[config.mk]
export PLATFORM = sky130hd
export DESIGN_NAME = wgmf_div
export DESIGN_NICKNAME = d
export VERILOG_FILES = /design/src/hw/rtl/windowed_geometric_median_filter_top_macros.svh /design/src/hw/rtl/wgmf_pkg.sv /design/src/hw/rtl/wgmf_div.sv
export SDC_FILE = /design/constraint.sdc
export NUM_CORES = 1
export LEC_CHECK = 0
export BUFFER_PORTS_ARGS = -buffer_cell sky130_fd_sc_hd__buf_2
export CORE_ASPECT_RATIO = 0.75
export CORE_UTILIZATION = 60
export CTS_CLUSTER_SIZE = 12
export DETAILED_ROUTE_END_ITERATION = 8
export GPL_ROUTABILITY_DRIVEN = 0
export GPL_TIMING_DRIVEN = 0
export PLACE_DENSITY = 0.86
export RECOVER_POWER = 25
export SLEW_MARGIN = 20
export SYNTH_ARGS = -nofsm -noshare
export SYNTH_HDL_FRONTEND = slang
export SYNTH_SLANG_ARGS = --single-unit
[constraint.sdc]
create_clock -name clk_i -period 6.2 [get_ports clk_i]
set_input_delay 1.24 -clock clk_i [delete_from_list [all_inputs] [get_ports clk_i]]
set_output_delay 1.24 -clock clk_i [all_outputs]
set_load 0.05 [all_outputs]
[src/hw/rtl/windowed_geometric_median_filter_top_macros.svh]
// assertion helpers for the geometric median filter
`ifndef WINDOWED_GEOMETRIC_MEDIAN_FILTER_TOP_MACROS_SVH
`define WINDOWED_GEOMETRIC_MEDIAN_FILTER_TOP_MACROS_SVH

// same-cycle implication, sampled on clk_i, off during reset
`define WGMF_ASSERT_HOLDS(lbl, ante, cons, msg) \
  lbl: assert property (@(posedge clk_i) disable iff (!rst_ni) (ante) |-> (cons)) \
    else $error(msg);

// next-cycle implication
`define WGMF_ASSERT_NEXT(lbl, ante, cons, msg) \
  lbl: assert property (@(posedge clk_i) disable iff (!rst_ni) (ante) |=> (cons)) \
    else $error(msg);

`endif

[src/hw/rtl/wgmf_pkg.sv]
`default_nettype none
package wgmf_pkg;

  localparam int COORD_BITS  = 32;
  localparam int WEIGHT_BITS = 62 - COORD_BITS;
  localparam int WEIGHT_W    = 56;
  localparam int DIST_W      = COORD_BITS + 2;
  localparam int DIST_OP_W   = 31;
  localparam int MUL_W       = 34;
  localparam int SAT_W       = 66;
  localparam int CFG_AW      = 4;

  localparam logic [DIST_W-1:0] MIN_DIST        = DIST_W'(66);
  localparam logic [63:0]       WEIGHT_DIVIDEND = 64'h4000_0000_0000_0000;

  typedef enum logic {
    CMD_ADD   = 1'b0,
    CMD_CLEAR = 1'b1
  } cmd_e;

  typedef enum logic [1:0] {
    REG_WINDOW_LENGTH   = 2'd0,
    REG_ITERATION_COUNT = 2'd1,
    REG_JUMP_THRESHOLD  = 2'd2
  } reg_idx_e;

  typedef enum logic [4:0] {
    ST_IDLE,
    ST_MEAN_RD,
    ST_MEAN_ACC,
    ST_MEAN_DIV,
    ST_MEAN_WAIT,
    ST_ITER,
    ST_P1_RD,
    ST_DIST,
    ST_SQA,
    ST_SQB,
    ST_SQRT,
    ST_SQRT_WAIT,
    ST_WDIV,
    ST_WDIV_WAIT,
    ST_TSHIFT,
    ST_P2_RD,
    ST_P2_MULX,
    ST_P2_MULY,
    ST_P2_ACC,
    ST_P2_END,
    ST_STEP_DIV,
    ST_STEP_WAIT,
    ST_JUMP,
    ST_DONE
  } state_e;

  function automatic logic signed [COORD_BITS-1:0] sat_coord(input logic signed [SAT_W-1:0] v);
    if (&v[SAT_W-1:COORD_BITS-1] || ~|v[SAT_W-1:COORD_BITS-1]) begin
      return v[COORD_BITS-1:0];
    end else if (v[SAT_W-1]) begin
      return {1'b1, {(COORD_BITS-1){1'b0}}};
    end else begin
      return {1'b0, {(COORD_BITS-1){1'b1}}};
    end
  endfunction

endpackage
`default_nettype wire

[src/hw/rtl/wgmf_div.sv]
`default_nettype none
// restoring unsigned divider, one quotient bit per cycle
module wgmf_div
  import wgmf_pkg::*;
(
  input  wire logic        clk_i,
  input  wire logic        rst_ni,
  input  wire logic        start_i,
  input  wire logic [63:0] dividend_i,
  input  wire logic [63:0] divisor_i,
  output logic             done_o,
  output logic [63:0]      quotient_o
);

  logic        busy_q, done_q;
  logic [5:0]  cnt_q;
  logic [64:0] rem_q;
  logic [63:0] quo_q, dvs_q;
  logic [64:0] rem_sh;
  logic        fits;

  assign rem_sh = {rem_q[63:0], quo_q[63]};
  assign fits   = rem_sh >= {1'b0, dvs_q};

  always_ff @(posedge clk_i or negedge rst_ni) begin
    if (!rst_ni) begin
      busy_q <= 1'b0;
      done_q <= 1'b0;
      cnt_q  <= '0;
    end else begin
      done_q <= 1'b0;
      if (start_i) begin
        busy_q <= 1'b1;
        cnt_q  <= '0;
      end else if (busy_q) begin
        cnt_q <= cnt_q + 6'd1;
        if (&cnt_q) begin
          busy_q <= 1'b0;
          done_q <= 1'b1;
        end
      end
    end
  end

  always_ff @(posedge clk_i) begin
    if (start_i) begin
      rem_q <= '0;
      quo_q <= dividend_i;
      dvs_q <= divisor_i;
    end else if (busy_q) begin
      rem_q <= fits ? (rem_sh - {1'b0, dvs_q}) : rem_sh;
      quo_q <= {quo_q[62:0], fits};
    end
  end

  assign done_o     = done_q;
  assign quotient_o = quo_q;

endmodule
`default_nettype wire

==> results.ini <==
[status]
status = complete, no violations

[timing]
setup_tns_ps = 0
skew_ps = 14.18
final_max_slew_viol_count = 0
max_freq_ghz = 0.2541
tightestPinTransition_ps = 938.0
hold_violations = 0
rsz0062_at_grt = false
finalCritPeriodShare_pct = 63.48
timing.hold.ws_ps = 480.4
setup_viol = 0
slew_headroom_pct = 37.09
layout_min_cycle_time_ps = 3936

[cts]
cts_root_buf = clkbuf_16
post_cts_buffers = 0
cts_tree = done
clk_latency_ps = 450
cts_made_buffers = 17
clk_path_buf_depth = 2
holdBufCountCts = 0
cts_sinks = 200
clk_pin_slew_ps = 80
cts_resized = 0
htreeDepth = 4

[drt]
firstDrtPassIters = 6
vias = 10790
wl_mm = 32.73
drc = 0
detail_route.wl_per_cell_um = 19.00
drtIter0Drc = 1295
vias_per_cell = 6.264
drt.antenna.violating_nets = 0

[placed_design]
dp_hpwl_mm = 24.25
portBuffers = 195

[power]
power.internal_w = 0.003174
switching_power_w = 0.002325
combPwrFrac_pct = 47.6
ir_drop_uv = 238.7
p_leak_nw = 5.897
p_per_area_nw_per_um2 = 391.5
seq_power_share_pct = 33.5
switching_share_pct = 42.28
power_frac_clock_pct = 18.9

[global_routing]
grt_max_degree = 66
grt_pass1_vias = 10070
grt_pass1_wl_mm = 51.92
antenna_found_initial = 0
grt_usage_pct = 31.65
gr-total-overflow = 0

[die]
start_util_pct = 62.08
core_um2 = 19650
die_area_um2 = 20910
num_rows = 44
die_w_um = 166.7
ios = 196
dieHeight_um = 125.5

[worst_setup_path]
endpoint_kind = flop
critPathLaunchType = flop
cp_top_family = compound AO/OA/AOI/OAI gates
cp_data_arrival_time_ps = 4240
cp_max_fo = 5
critical_path.cell_chain = inv_1, ha_1, fa_1, nor2b_1, o2111ai_1, a2111o_1, a311oi_2, a211oi_1, o21ai_0, o21ai_0, xor2_1, o22ai_1
worstSetupPathType = reg -> reg
slowest_stage = o21ai_0
critical_path.max_stage_delay_ps = 540
critPathMostFrequentCell = o21ai_0
cp.required_ps = 6510
regToRegSetupSlack_ps = 2260
critPathBufInv = 1

[synthesis]
ys_seq_elements = 200
synth_area_um2 = 12200
async_flop_share_pct = 4.000
synth_ff_type = edfxtp_1
synth_seq_area_share_pct = 43.65
synth-edff-count = 128
synth_nets = 1439
yosys_warnings = 0
yosysUniqueCellTypes = 77
synth_area_per_cell_um2 = 9.823
synth_cells = 1242

[final_layout]
synthToLayoutAreaGrowth_pct = 15.12
drive_above_1_share_pct = 22.18
layout.nets = 1654
antenna_cells = 0
final_common_cell = buf_2
nFillCells = 1468
layout_common_cells = buf_2, edfxtp_1, nand2_1

[worst_hold_path]
holdCritPathClass = reg -> reg

[flow_run]
cap_violations = 0

## power groups by stage
stage	sequential (W)	combinational, W	clock [W]
after detailed placement	0.00186	0.00252	0
after floorplan	0.00198	0.00180	0
after global routing	0.00187	0.00283	0.00110
after global placement	0.00185	0.00245	0
final	0.00184	0.00262	0.00104
after CTS	0.00183	0.00254	0.00105
## sequential cells by signal, summed over array words and instances, names as in the netlist
name        flops
quotient_o     64
rem_q          64
busy_q          1
dvs_q          64
cnt_q           6
done_o          1
## worst min-delay path, stage by stage, from the launching register on
cell and delay, ps:
dfxtp_1 330, nand2_1 60, o21ai_1 50
## cell usage after synthesis (4+ instances only)
| cell type | n | share of area (%) |
|---|---|---|
| nand2b_1 | 11 | 0.56 |
| mux2i_1 | 39 | 3.2 |
| o221ai_1 | 4 | 0.29 |
| buf_2 | 14 | 0.57 |
| mux2_2 | 65 | 6.0 |
| nand2_1 | 107 | 3.3 |
| o2111ai_1 | 4 | 0.29 |
| xnor2_1 | 26 | 1.9 |
| dfxtp_1 | 64 | 11 |
| o21ai_0 | 50 | 2.1 |
| nand4b_1 | 4 | 0.29 |
| nor3_1 | 16 | 0.66 |
| o21a_1 | 8 | 0.49 |
| o21ai_1 | 23 | 0.94 |
| a31oi_1 | 13 | 0.67 |
| nor2_1 | 99 | 3.0 |
| o211ai_1 | 10 | 0.62 |
| nand4_1 | 23 | 1.2 |
| o21bai_1 | 12 | 0.74 |
| nor2b_1 | 10 | 0.51 |
| ha_1 | 65 | 6.7 |
| or3_1 | 8 | 0.41 |
| o22ai_1 | 4 | 0.21 |
| and2_1 | 6 | 0.31 |
| nor4_1 | 6 | 0.31 |
| a311oi_1 | 9 | 0.65 |
| dfrtp_1 | 8 | 1.6 |
| nand3_1 | 19 | 0.78 |
| edfxtp_1 | 128 | 32 |
| xor2_1 | 28 | 2.0 |
| a211oi_1 | 38 | 2.3 |
| and3_1 | 10 | 0.51 |
| a21oi_1 | 92 | 3.8 |
| clkbuf_1 | 44 | 1.4 |
| or4_1 | 4 | 0.25 |
| nor3b_1 | 7 | 0.43 |
| inv_1 | 82 | 2.5 |
| a21o_1 | 21 | 1.3 |
## path summary, 6_finish.rpt
check | end | cells after the start | from
setup / recovery | rem_q[62] | 12 | quotient_o[63]
hold / removal | rem_q[19] | 2 | rem_q[19]
setup reg to reg | rem_q[62] | 12 | quotient_o[63]
hold reg to reg | rem_q[19] | 2 | rem_q[19]
max in group asynchronous | cnt_q[0] | 1 | rst_ni
min in group asynchronous | cnt_q[3] | 1 | rst_ni
## layer usage
metal	global-route usage, %	up-vias	part of all wire [%]
li1	-	4996	-
met2	47.85	657	44
met4	11.93	0	3.0
met3	7.186	90	11
met1	44.39	5050	42
met5	0	-	0
## final cells by class
cell class / count / area, um2 / share of cell area, %
repair buffers: 196 / 996.0 / 7.091
clock buffers: 20 / 436.7 / 3.109
flip-flops and latches: 200 / 5325 / 37.92
plain buffers: 67 / 340.3 / 2.423
clock inverters: 12 / 92.59 / 0.6592
well taps: 253 / 316.6 / 2.254
multi-input cells: 892 / 6223 / 44.31
inverters: 83 / 314.1 / 2.236
## metrics by stage
| step | total power (W) | worst slack (ps) | instance area, um2 | utilization [%] | cells |
|---|---|---|---|---|---|
| floorplan | 0.003774 | 2779 | 12200 | - | 1242 |
| global placement | 0.004300 | 627.1 | 13490 | 68.65 | 1690 |
| detailed placement | 0.004377 | 2225 | 13520 | 68.78 | 1691 |
| CTS | 0.005425 | 2430 | 14050 | 71.47 | 1723 |
| global route | 0.005791 | 2173 | 14040 | 71.46 | 1723 |
| finish | 0.005499 | 2264 | 14040 | 71.46 | 1723 |
## kinds of logic (layout without fill, tap and decap cells)
| family | Yosys count | in the layout | share of synthesized area (%) |
|---|---|---|---|
| DFF | 200 | 200 | 43.65 |
| muxes | 104 | 104 | 9.199 |
| buffers and inverters | 150 | 378 | 5.343 |
| AOI/OAI and AO/OA | 328 | 328 | 17.81 |
| adders and majority gates | 66 | 66 | 6.830 |
| and+or+nand+nor | 340 | 340 | 13.29 |
| xor gates and xnor gates | 54 | 54 | 3.877 |
Note: power is estimated with default switching activity, not from simulation.
