**config.mk**
```make
export PLATFORM = sky130hd
export DESIGN_NAME = wgmf_isqrt
export DESIGN_NICKNAME = d
export VERILOG_FILES = /design/src/hw/rtl/windowed_geometric_median_filter_top_macros.svh /design/src/hw/rtl/wgmf_pkg.sv /design/src/hw/rtl/wgmf_isqrt.sv
export SDC_FILE = /design/constraint.sdc
export NUM_CORES = 1
export LEC_CHECK = 0
export ABC_AREA = 1
export BUFFER_PORTS_ARGS = -buffer_cell sky130_fd_sc_hd__buf_2
export CORE_ASPECT_RATIO = 2
export CORE_MARGIN = 2
export CORE_UTILIZATION = 41
export CTS_CLUSTER_DIAMETER = 50
export DETAILED_ROUTE_END_ITERATION = 7
export PLACE_DENSITY = 0.65
export SYNTH_ARGS = -nofsm -noshare
export SYNTH_HDL_FRONTEND = slang
export SYNTH_SLANG_ARGS = --single-unit
```
**constraint.sdc**
```tcl
create_clock -name clk_i -period 8.67 [get_ports clk_i]
set_clock_uncertainty 0.2 [all_clocks]
set_input_delay 1.734 -clock clk_i [delete_from_list [all_inputs] [get_ports clk_i]]
set_output_delay 1.734 -clock clk_i [all_outputs]
set_load 0.03 [all_outputs]
```
**src/hw/rtl/windowed_geometric_median_filter_top_macros.svh**
```systemverilog
// assertion helpers for the geometric median filter
`ifndef WINDOWED_GEOMETRIC_MEDIAN_FILTER_TOP_MACROS_SVH
`define WINDOWED_GEOMETRIC_MEDIAN_FILTER_TOP_MACROS_SVH

// same-cycle implication, sampled on clk_i, off during reset
`define WGMF_ASSERT_HOLDS(lbl, ante, cons, msg) \
  lbl: assert property (@(posedge clk_i) disable iff (!rst_ni) (ante) |-> (cons)) \
    else $error(msg);

// next-cycle implication
`define WGMF_ASSERT_NEXT(lbl, ante, cons, msg) \
  lbl: assert property (@(posedge clk_i) disable iff (!rst_ni) (ante) |=> (cons)) \
    else $error(msg);

`endif

```
**src/hw/rtl/wgmf_pkg.sv**
```systemverilog
`default_nettype none
package wgmf_pkg;

  localparam int COORD_BITS  = 32;
  localparam int WEIGHT_BITS = 62 - COORD_BITS;
  localparam int WEIGHT_W    = 56;
  localparam int DIST_W      = COORD_BITS + 2;
  localparam int DIST_OP_W   = 31;
  localparam int MUL_W       = 34;
  localparam int SAT_W       = 66;
  localparam int CFG_AW      = 4;

  localparam logic [DIST_W-1:0] MIN_DIST        = DIST_W'(66);
  localparam logic [63:0]       WEIGHT_DIVIDEND = 64'h4000_0000_0000_0000;

  typedef enum logic {
    CMD_ADD   = 1'b0,
    CMD_CLEAR = 1'b1
  } cmd_e;

  typedef enum logic [1:0] {
    REG_WINDOW_LENGTH   = 2'd0,
    REG_ITERATION_COUNT = 2'd1,
    REG_JUMP_THRESHOLD  = 2'd2
  } reg_idx_e;

  typedef enum logic [4:0] {
    ST_IDLE,
    ST_MEAN_RD,
    ST_MEAN_ACC,
    ST_MEAN_DIV,
    ST_MEAN_WAIT,
    ST_ITER,
    ST_P1_RD,
    ST_DIST,
    ST_SQA,
    ST_SQB,
    ST_SQRT,
    ST_SQRT_WAIT,
    ST_WDIV,
    ST_WDIV_WAIT,
    ST_TSHIFT,
    ST_P2_RD,
    ST_P2_MULX,
    ST_P2_MULY,
    ST_P2_ACC,
    ST_P2_END,
    ST_STEP_DIV,
    ST_STEP_WAIT,
    ST_JUMP,
    ST_DONE
  } state_e;

  function automatic logic signed [COORD_BITS-1:0] sat_coord(input logic signed [SAT_W-1:0] v);
    if (&v[SAT_W-1:COORD_BITS-1] || ~|v[SAT_W-1:COORD_BITS-1]) begin
      return v[COORD_BITS-1:0];
    end else if (v[SAT_W-1]) begin
      return {1'b1, {(COORD_BITS-1){1'b0}}};
    end else begin
      return {1'b0, {(COORD_BITS-1){1'b1}}};
    end
  endfunction

endpackage
`default_nettype wire

```
**src/hw/rtl/wgmf_isqrt.sv**
```systemverilog
`default_nettype none
// digit-by-digit integer square root, one result bit per cycle
module wgmf_isqrt
  import wgmf_pkg::*;
(
  input  wire logic        clk_i,
  input  wire logic        rst_ni,
  input  wire logic        start_i,
  input  wire logic [62:0] radicand_i,
  output logic             done_o,
  output logic [31:0]      root_o
);

  logic        busy_q, done_q;
  logic [62:0] bit_q, v_q;
  logic [63:0] r_q;
  logic [63:0] trial;
  logic        take;

  assign trial = r_q + {1'b0, bit_q};
  assign take  = {1'b0, v_q} >= trial;

  always_ff @(posedge clk_i or negedge rst_ni) begin
    if (!rst_ni) begin
      busy_q <= 1'b0;
      done_q <= 1'b0;
    end else begin
      done_q <= 1'b0;
      if (start_i) begin
        busy_q <= 1'b1;
      end else if (busy_q && bit_q[0]) begin
        busy_q <= 1'b0;
        done_q <= 1'b1;
      end
    end
  end

  always_ff @(posedge clk_i) begin
    if (start_i) begin
      v_q   <= radicand_i;
      r_q   <= '0;
      bit_q <= {1'b1, 62'b0};
    end else if (busy_q) begin
      if (take) begin
        v_q <= v_q - trial[62:0];
        r_q <= (r_q >> 1) + {1'b0, bit_q};
      end else begin
        r_q <= r_q >> 1;
      end
      bit_q <= bit_q >> 2;
    end
  end

  assign done_o = done_q;
  assign root_o = r_q[31:0];

endmodule
`default_nettype wire

```
==> out/metrics.yaml, run 1 <==
synth_top_area_cell: "nand2_1"
dieArea_um2: 46500
p_comb_share_pct: 67.8
holdPathStages: 2
cts_buffer_depth: 2
numCtsBuffers: 17
pre_cts_slack_ns: 2.22
dr.first_iter.drc_count: 1291
status: "complete, but fails checks"
clkPwrFrac_pct: 11.5
layout_common_cells: "nand2_1, inv_1, nor2_1"
slew_headroom_pct: 27.9
vias: 20136
cellLeakagePower_nw: 8.68
post_drt_via_cell_ratio: 5.48
multi_input_area_um2: 12400
final_util_pct: 44.5
ys_seq_elements: 161
wl_per_cell_um: 19.9
ys_warn_count: 0
end_kind: "register"
p_int_mw: 3.06
wl_mm: 73.1
avgSynthCellArea_um2: 5.96
switching_power_mw: 3.77
pwr-share-seq_pct: 20.7
final_nets: 3301
peakVddDrop_v: 0.000273
drive_above_1_share_pct: 6.19
violations: "design-rule violations"
diodes: 0
reg2reg_depth: 24
hp-class: "reg -> reg"
path_depth: 24
seqCellArea_um2: 3860
slew_violations: 0
antenna_found_initial: 0
cellPowerDensity_nw_per_um2: 348
crit_arrival_ns: 6.47
syn_nets: 3275
core_um2: 44200
first_pass_iters: 8
worst_slew_pin_slew_ns: 1.08
cp_top_family: "simple AND/OR/NAND/NOR gates"
start_util_pct: 41.5
report.final.setup_viol: 0
die_h_um: 303
clk_latency_ns: 0.48
fillCellCount: 4955
layout_setup_ws_ns: 2.17
cts_root_buffer: "clkbuf_16"
period_share_pct: 75.0
fp.dieW_um: 154
grt_pass1_vias: 20061
post-cts-setup-buffers: 0
pin_count: 99
gp_congestion: 1.02
fmaxAchievable_ghz: 0.154
crit_chain: "ha_1 > nand2_1 > o21ai_0 > nand2_1 > o21ai_0 > a21oi_1 > o311ai_0 > xor2_1 > ha_1 > nand2_1 > nor2_1 > inv_1 > nor2_1 > nand2_1 > nor2_1 > nand2_1 > nand3_1 > nand2_1 > nand2_1 > nand2_4 > nand2_2 > nand2_1 > nand2_2 > buf_4"
grt.overflow.total: 0
ant_nets: 0
criticalPathCategory: "reg -> reg"
dp_hpwl_mm: 59.8
cts_resized: 0
syn_to_final_growth_pct: 7.13
worst_path_max_delay_cell: "nand2_2"
post_synth_inst_count: 3079
h-tree-depth: 4
track_usage_pct: 30.8
clkSlewWorstSetupHoldPaths_ns: 0.07
postCtsHoldBufs: 0
crit_path_max_incr_delay_ns: 0.80
rsz0062_at_grt: "no"
final_common_cell: "nand2_1"
cts_tree: "yes"
period_minus_slack_ns: 6.50
p_sw_share_pct: 55.2
cp_max_fo: 40
finalSetupTns_ns: 0
io_buffers: 98
grt_max_degree: 83
max_cap_violations: 0
cp_num_buf_inv: 2
synth_top_area_share_pct: 17.0
cp_data_required_time_ns: 8.64
crit_top_cell: "nand2_1"
drc: 12
synth.cell_area_um2: 18300
hold_viol_final: 0
yosysSeqAreaShare_pct: 21.1
clock-sinks: 161
synth_area_leaders: "nand2_1, dfxtp_1, edfxtp_1"
synth_cell_types: 48
rows: 109
start_kind: "register"
grt_pass1_wl_mm: 110
metrics by stage:
step           std cells  cell area (µm²)  hold slack (ns)  total power, mW
3_5_place_dp        3641            19100            0.282             5.96
2_1_floorplan       3079            18300            0.252             4.73
3_3_place_gp        3641            19100            0.269             5.95
5_1_grt             3673            19600            0.304             7.40
4_1_cts             3673            19600            0.292             6.77
6_report            3673            19600            0.292             6.83
worst reg2reg max path, stage by stage, from the launching register on:
cell and delay (ns):
dfxtp_1 0.42, ha_1 0.42, nand2_1 0.11, o21ai_0 0.45, nand2_1 0.17, o21ai_0 0.31, a21oi_1 0.19, o311ai_0 0.67
xor2_1 0.17, ha_1 0.44, nand2_1 0.11, nor2_1 0.21, inv_1 0.08, nor2_1 0.23, nand2_1 0.13, nor2_1 0.11
nand2_1 0.08, nand3_1 0.15, nand2_1 0.07, nand2_1 0.10, nand2_4 0.06, nand2_2 0.07, nand2_1 0.06, nand2_2 0.80
buf_4 0.40
sequential cells by signal, indices dropped and copies added, names as in the netlist:
register	flops
v_q	63
done_o	1
busy_q	1
r_q	64
bit_q	32
worst paths after layout:
check / from / end / slack [ns]
setup / recovery: r_q[24] / v_q[0] / 2.17
hold / removal: r_q[0] / r_q[0] / 0.29
setup reg to reg: r_q[24] / v_q[0] / 2.17
hold reg to reg: r_q[0] / r_q[0] / 0.29
max in group asynchronous: rst_ni / busy_q / 7.34
min in group asynchronous: rst_ni / busy_q / 0.83
synth_stat cells (all sizes together):
library cell	n
nand2	836
inv	410
nor2	376
nand3	265
a21oi	236
o21ai	221
ha	129
dfxtp	96
xor2	75
edfxtp	63
buf	53
clkbuf	51
xnor2	46
o21bai	39
nor3	36
or2	29
nand4	21
a21o	14
a31oi	12
nor4	12
nand3b	11
o31ai	8
o211ai	7
a211oi	5
o21a	5
a21boi	4
a221oi	3
and3	3
o22ai	3
a31o	2
dfrtp	2
o2111ai	2
a32o	1
fa	1
o221ai	1
o311ai	1
area by class of cell:
type	instances	share of cell area, %
Clock inverter	12	0.567
Timing Repair Buffer	111	3.01
Clock buffer	20	2.38
Sequential cell	161	19.7
Tap cell	555	3.53
Inverter	410	7.83
Multi-Input combinational cell	2404	63.0
logic make-up (layout without fill, tap and decap cells):
| group | Yosys count | in the layout | synth area share [%] |
|---|---|---|---|
| buffers and inverters | 514 | 553 | 11.5 |
| flip-flops | 161 | 161 | 21.1 |
| AND/OR/NAND/NOR | 1589 | 1589 | 35.9 |
| adder cells (fa/ha/maj) | 130 | 130 | 8.91 |
| AO/OA/AOI/OAI | 564 | 564 | 16.8 |
| XOR/XNOR | 121 | 121 | 5.78 |
metal layers:
metal  vias up  global-route usage [%]  share of wire [%]
met4         0                    26.4                9.7
met2       600                    57.8                 52
met3       262                    2.45                3.0
met5         -                       0                  0
li1      10088                       -                  -
met1      9186                    30.2                 35
power groups by stage:
stage	registers (mW)	clock network [mW]	logic (mW)
2_1_floorplan	1.31	0	3.42
3_3_place_gp	1.42	0	4.53
3_5_place_dp	1.42	0	4.54
4_1_cts	1.41	0.798	4.57
5_1_grt	1.44	0.817	5.14
6_report	1.42	0.783	4.63
(Power assumes the default switching activity.)
==> run 2, diff against run 1 <==
PLACE_DENSITY = 0.67   (was 0.65)
clock period = 5.8 ns   (was 8.67 ns; I/O delays follow)
==> out/metrics.yaml, run 2 (synthesized netlist as in run 1, its figures left out) <==
p_int_mw: 4.80  # +57%
reg_top3: "r_q: 64 flops, v_q: 63 flops, bit_q: 32 flops"
grt_pass1_vias: 20709  # +3.2%
dieArea_um2: 46500  # unchanged
largest_register: "r_q"
io_buffers: 98  # unchanged
startpoint: "bit_q[18]"
pin_count: 99  # unchanged
antenna_found_initial: 0  # unchanged
cp_data_required_time_ns: 5.76  # -2.88 ns
worst_slew_pin_slew_ns: 0.954  # -0.124 ns
cts_tree: "yes"
ff2ff_setup_slack_ns: 0.34  # -1.83 ns
grt.overflow.total: 0  # unchanged
worstReg2RegStart: "bit_q[18]"
final_common_cell: "nand2_1"
switching_power_mw: 5.76  # +53%
core_um2: 44200  # unchanged
start_kind: "register"
drc: 0  # -12
fp.dieW_um: 154  # unchanged
rsz0062_at_grt: "no"
h-tree-depth: 4  # unchanged
wl_mm: 77.1  # +5.5%
syn_to_final_growth_pct: 9.45
clock-sinks: 161  # unchanged
r2r-end: "v_q[55]"
crit_arrival_ns: 5.42  # -1.05 ns
postCtsHoldBufs: 0  # unchanged
post_drt_via_cell_ratio: 5.50  # +0.35%
slew_violations: 0  # unchanged
drive_above_1_share_pct: 7.55  # +1.4 points
report.final.setup_viol: 0  # unchanged
cellLeakagePower_nw: 8.95  # +3.1%
dp_hpwl_mm: 63.7  # +6.5%
largest_reg_flops: 64  # unchanged
cellPowerDensity_nw_per_um2: 526  # +51%
period_minus_slack_ns: 5.46  # -1.04 ns
ant_nets: 0  # unchanged
peakVddDrop_v: 0.000298  # +9.1%
final_nets: 3348  # +1.4%
clkPwrFrac_pct: 11.0  # -0.5 points
period_share_pct: 94.2  # +19 points
pwr-share-seq_pct: 19.4  # -1.3 points
grt_pass1_wl_mm: 115  # +5.2%
clkSlewWorstSetupHoldPaths_ns: 0.07  # about the same
wl_per_cell_um: 20.7  # +4.2%
cts_buffer_depth: 2  # unchanged
hold_viol_final: 0  # unchanged
track_usage_pct: 32.6  # +1.9 points
hp-class: "in -> async"
cts_root_buffer: "clkbuf_16"
cts_resized: 0  # unchanged
die_h_um: 303  # unchanged
reg2reg_depth: 25  # +4.2%
end_kind: "register"
layout_common_cells: "nand2_1, inv_1, nor2_1"
post-cts-setup-buffers: 0  # unchanged
p_comb_share_pct: 69.6  # +1.8 points
finalSetupTns_ns: 0  # unchanged
diodes: 0  # unchanged
criticalPathCategory: "reg -> reg"
fmaxAchievable_ghz: 0.183  # +19%
dr.first_iter.drc_count: 1588  # +23%
slew_headroom_pct: 35.7  # +7.8 points
status: "complete, no violations"
gp_congestion: 1.06  # +4.2%
first_pass_iters: 7  # -1
clk_latency_ns: 0.47  # about the same
cp_max_fo: 32  # -20%
start_util_pct: 41.5  # unchanged
vias: 20465  # +1.6%
rows: 109  # unchanged
finalPower_mw: 10.6  # +55%
max_cap_violations: 0  # unchanged
grt_max_degree: 82  # -1.2%
numCtsBuffers: 17  # unchanged
p_sw_share_pct: 54.6  # -0.60 points
-- run 2: worst max-delay path: stages (launching register included) --
cell and delay, ns:
dfxtp_1 0.36, ha_1 0.41, nand4_1 0.27, nor3_1 0.42
nand4_1 0.23, nand2_1 0.22, nand4_1 0.20, o311ai_0 0.21
buf_4 0.22, xor2_1 0.08, ha_1 0.30, nand2_1 0.09
nor2_1 0.27, inv_1 0.10, nor2_1 0.27, nand2_1 0.12
nor2_1 0.11, nand2_1 0.07, nand3_1 0.09, nand2_1 0.05
nand2_1 0.11, nand2_4 0.07, nand2_2 0.11, nand2_1 0.07
nand2_2 0.20, buf_16 0.24
-- run 2: worst max-delay path by stage --
stage	endpoint
after detailed placement	v_q[59]
after global routing	v_q[54]
final	v_q[55]
after CTS	v_q[53]
after floorplan	v_q[0]
after global placement	v_q[60]
-- run 2: final cells by class --
cell class	count	area, µm²
Inverter	410	1540
Multi-Input combinational cell	2404	12400
Clock inverter	12	120
Fill cell	4987	24100
Clock buffer	20	458
Sequential cell	161	3860
Timing Repair Buffer	158	1020
Tap cell	555	694
-- run 2: through the flow --
step	std cells	hold slack [ns]	util, %	setup slack [ns]	instance area [µm²]
6_report	3720	0.253	45.4	0.336	20100
5_1_grt	3720	0.249	45.4	0.0719	20100
4_1_cts	3719	0.241	45.4	0.232	20000
3_5_place_dp	3687	0.289	44.1	0.254	19500
3_3_place_gp	3687	0.269	44.1	0.319	19500
2_1_floorplan	3079	0.252	-	0.601	18300
-- run 2: routing by layer --
layer	global-route usage (%)	wire (µm)
met5	0	0
met4	26.1	7240
met3	3.13	2620
met2	62.5	41000
met1	31.4	26300
-- run 2: power by group through the flow --
stage	clock network, mW	registers (mW)	logic (mW)
after floorplan	0	1.95	5.12
after global placement	0	2.06	7.15
after detailed placement	0	2.06	7.13
after CTS	1.17	2.04	7.18
after global routing	1.21	2.08	8.10
final	1.16	2.05	7.35
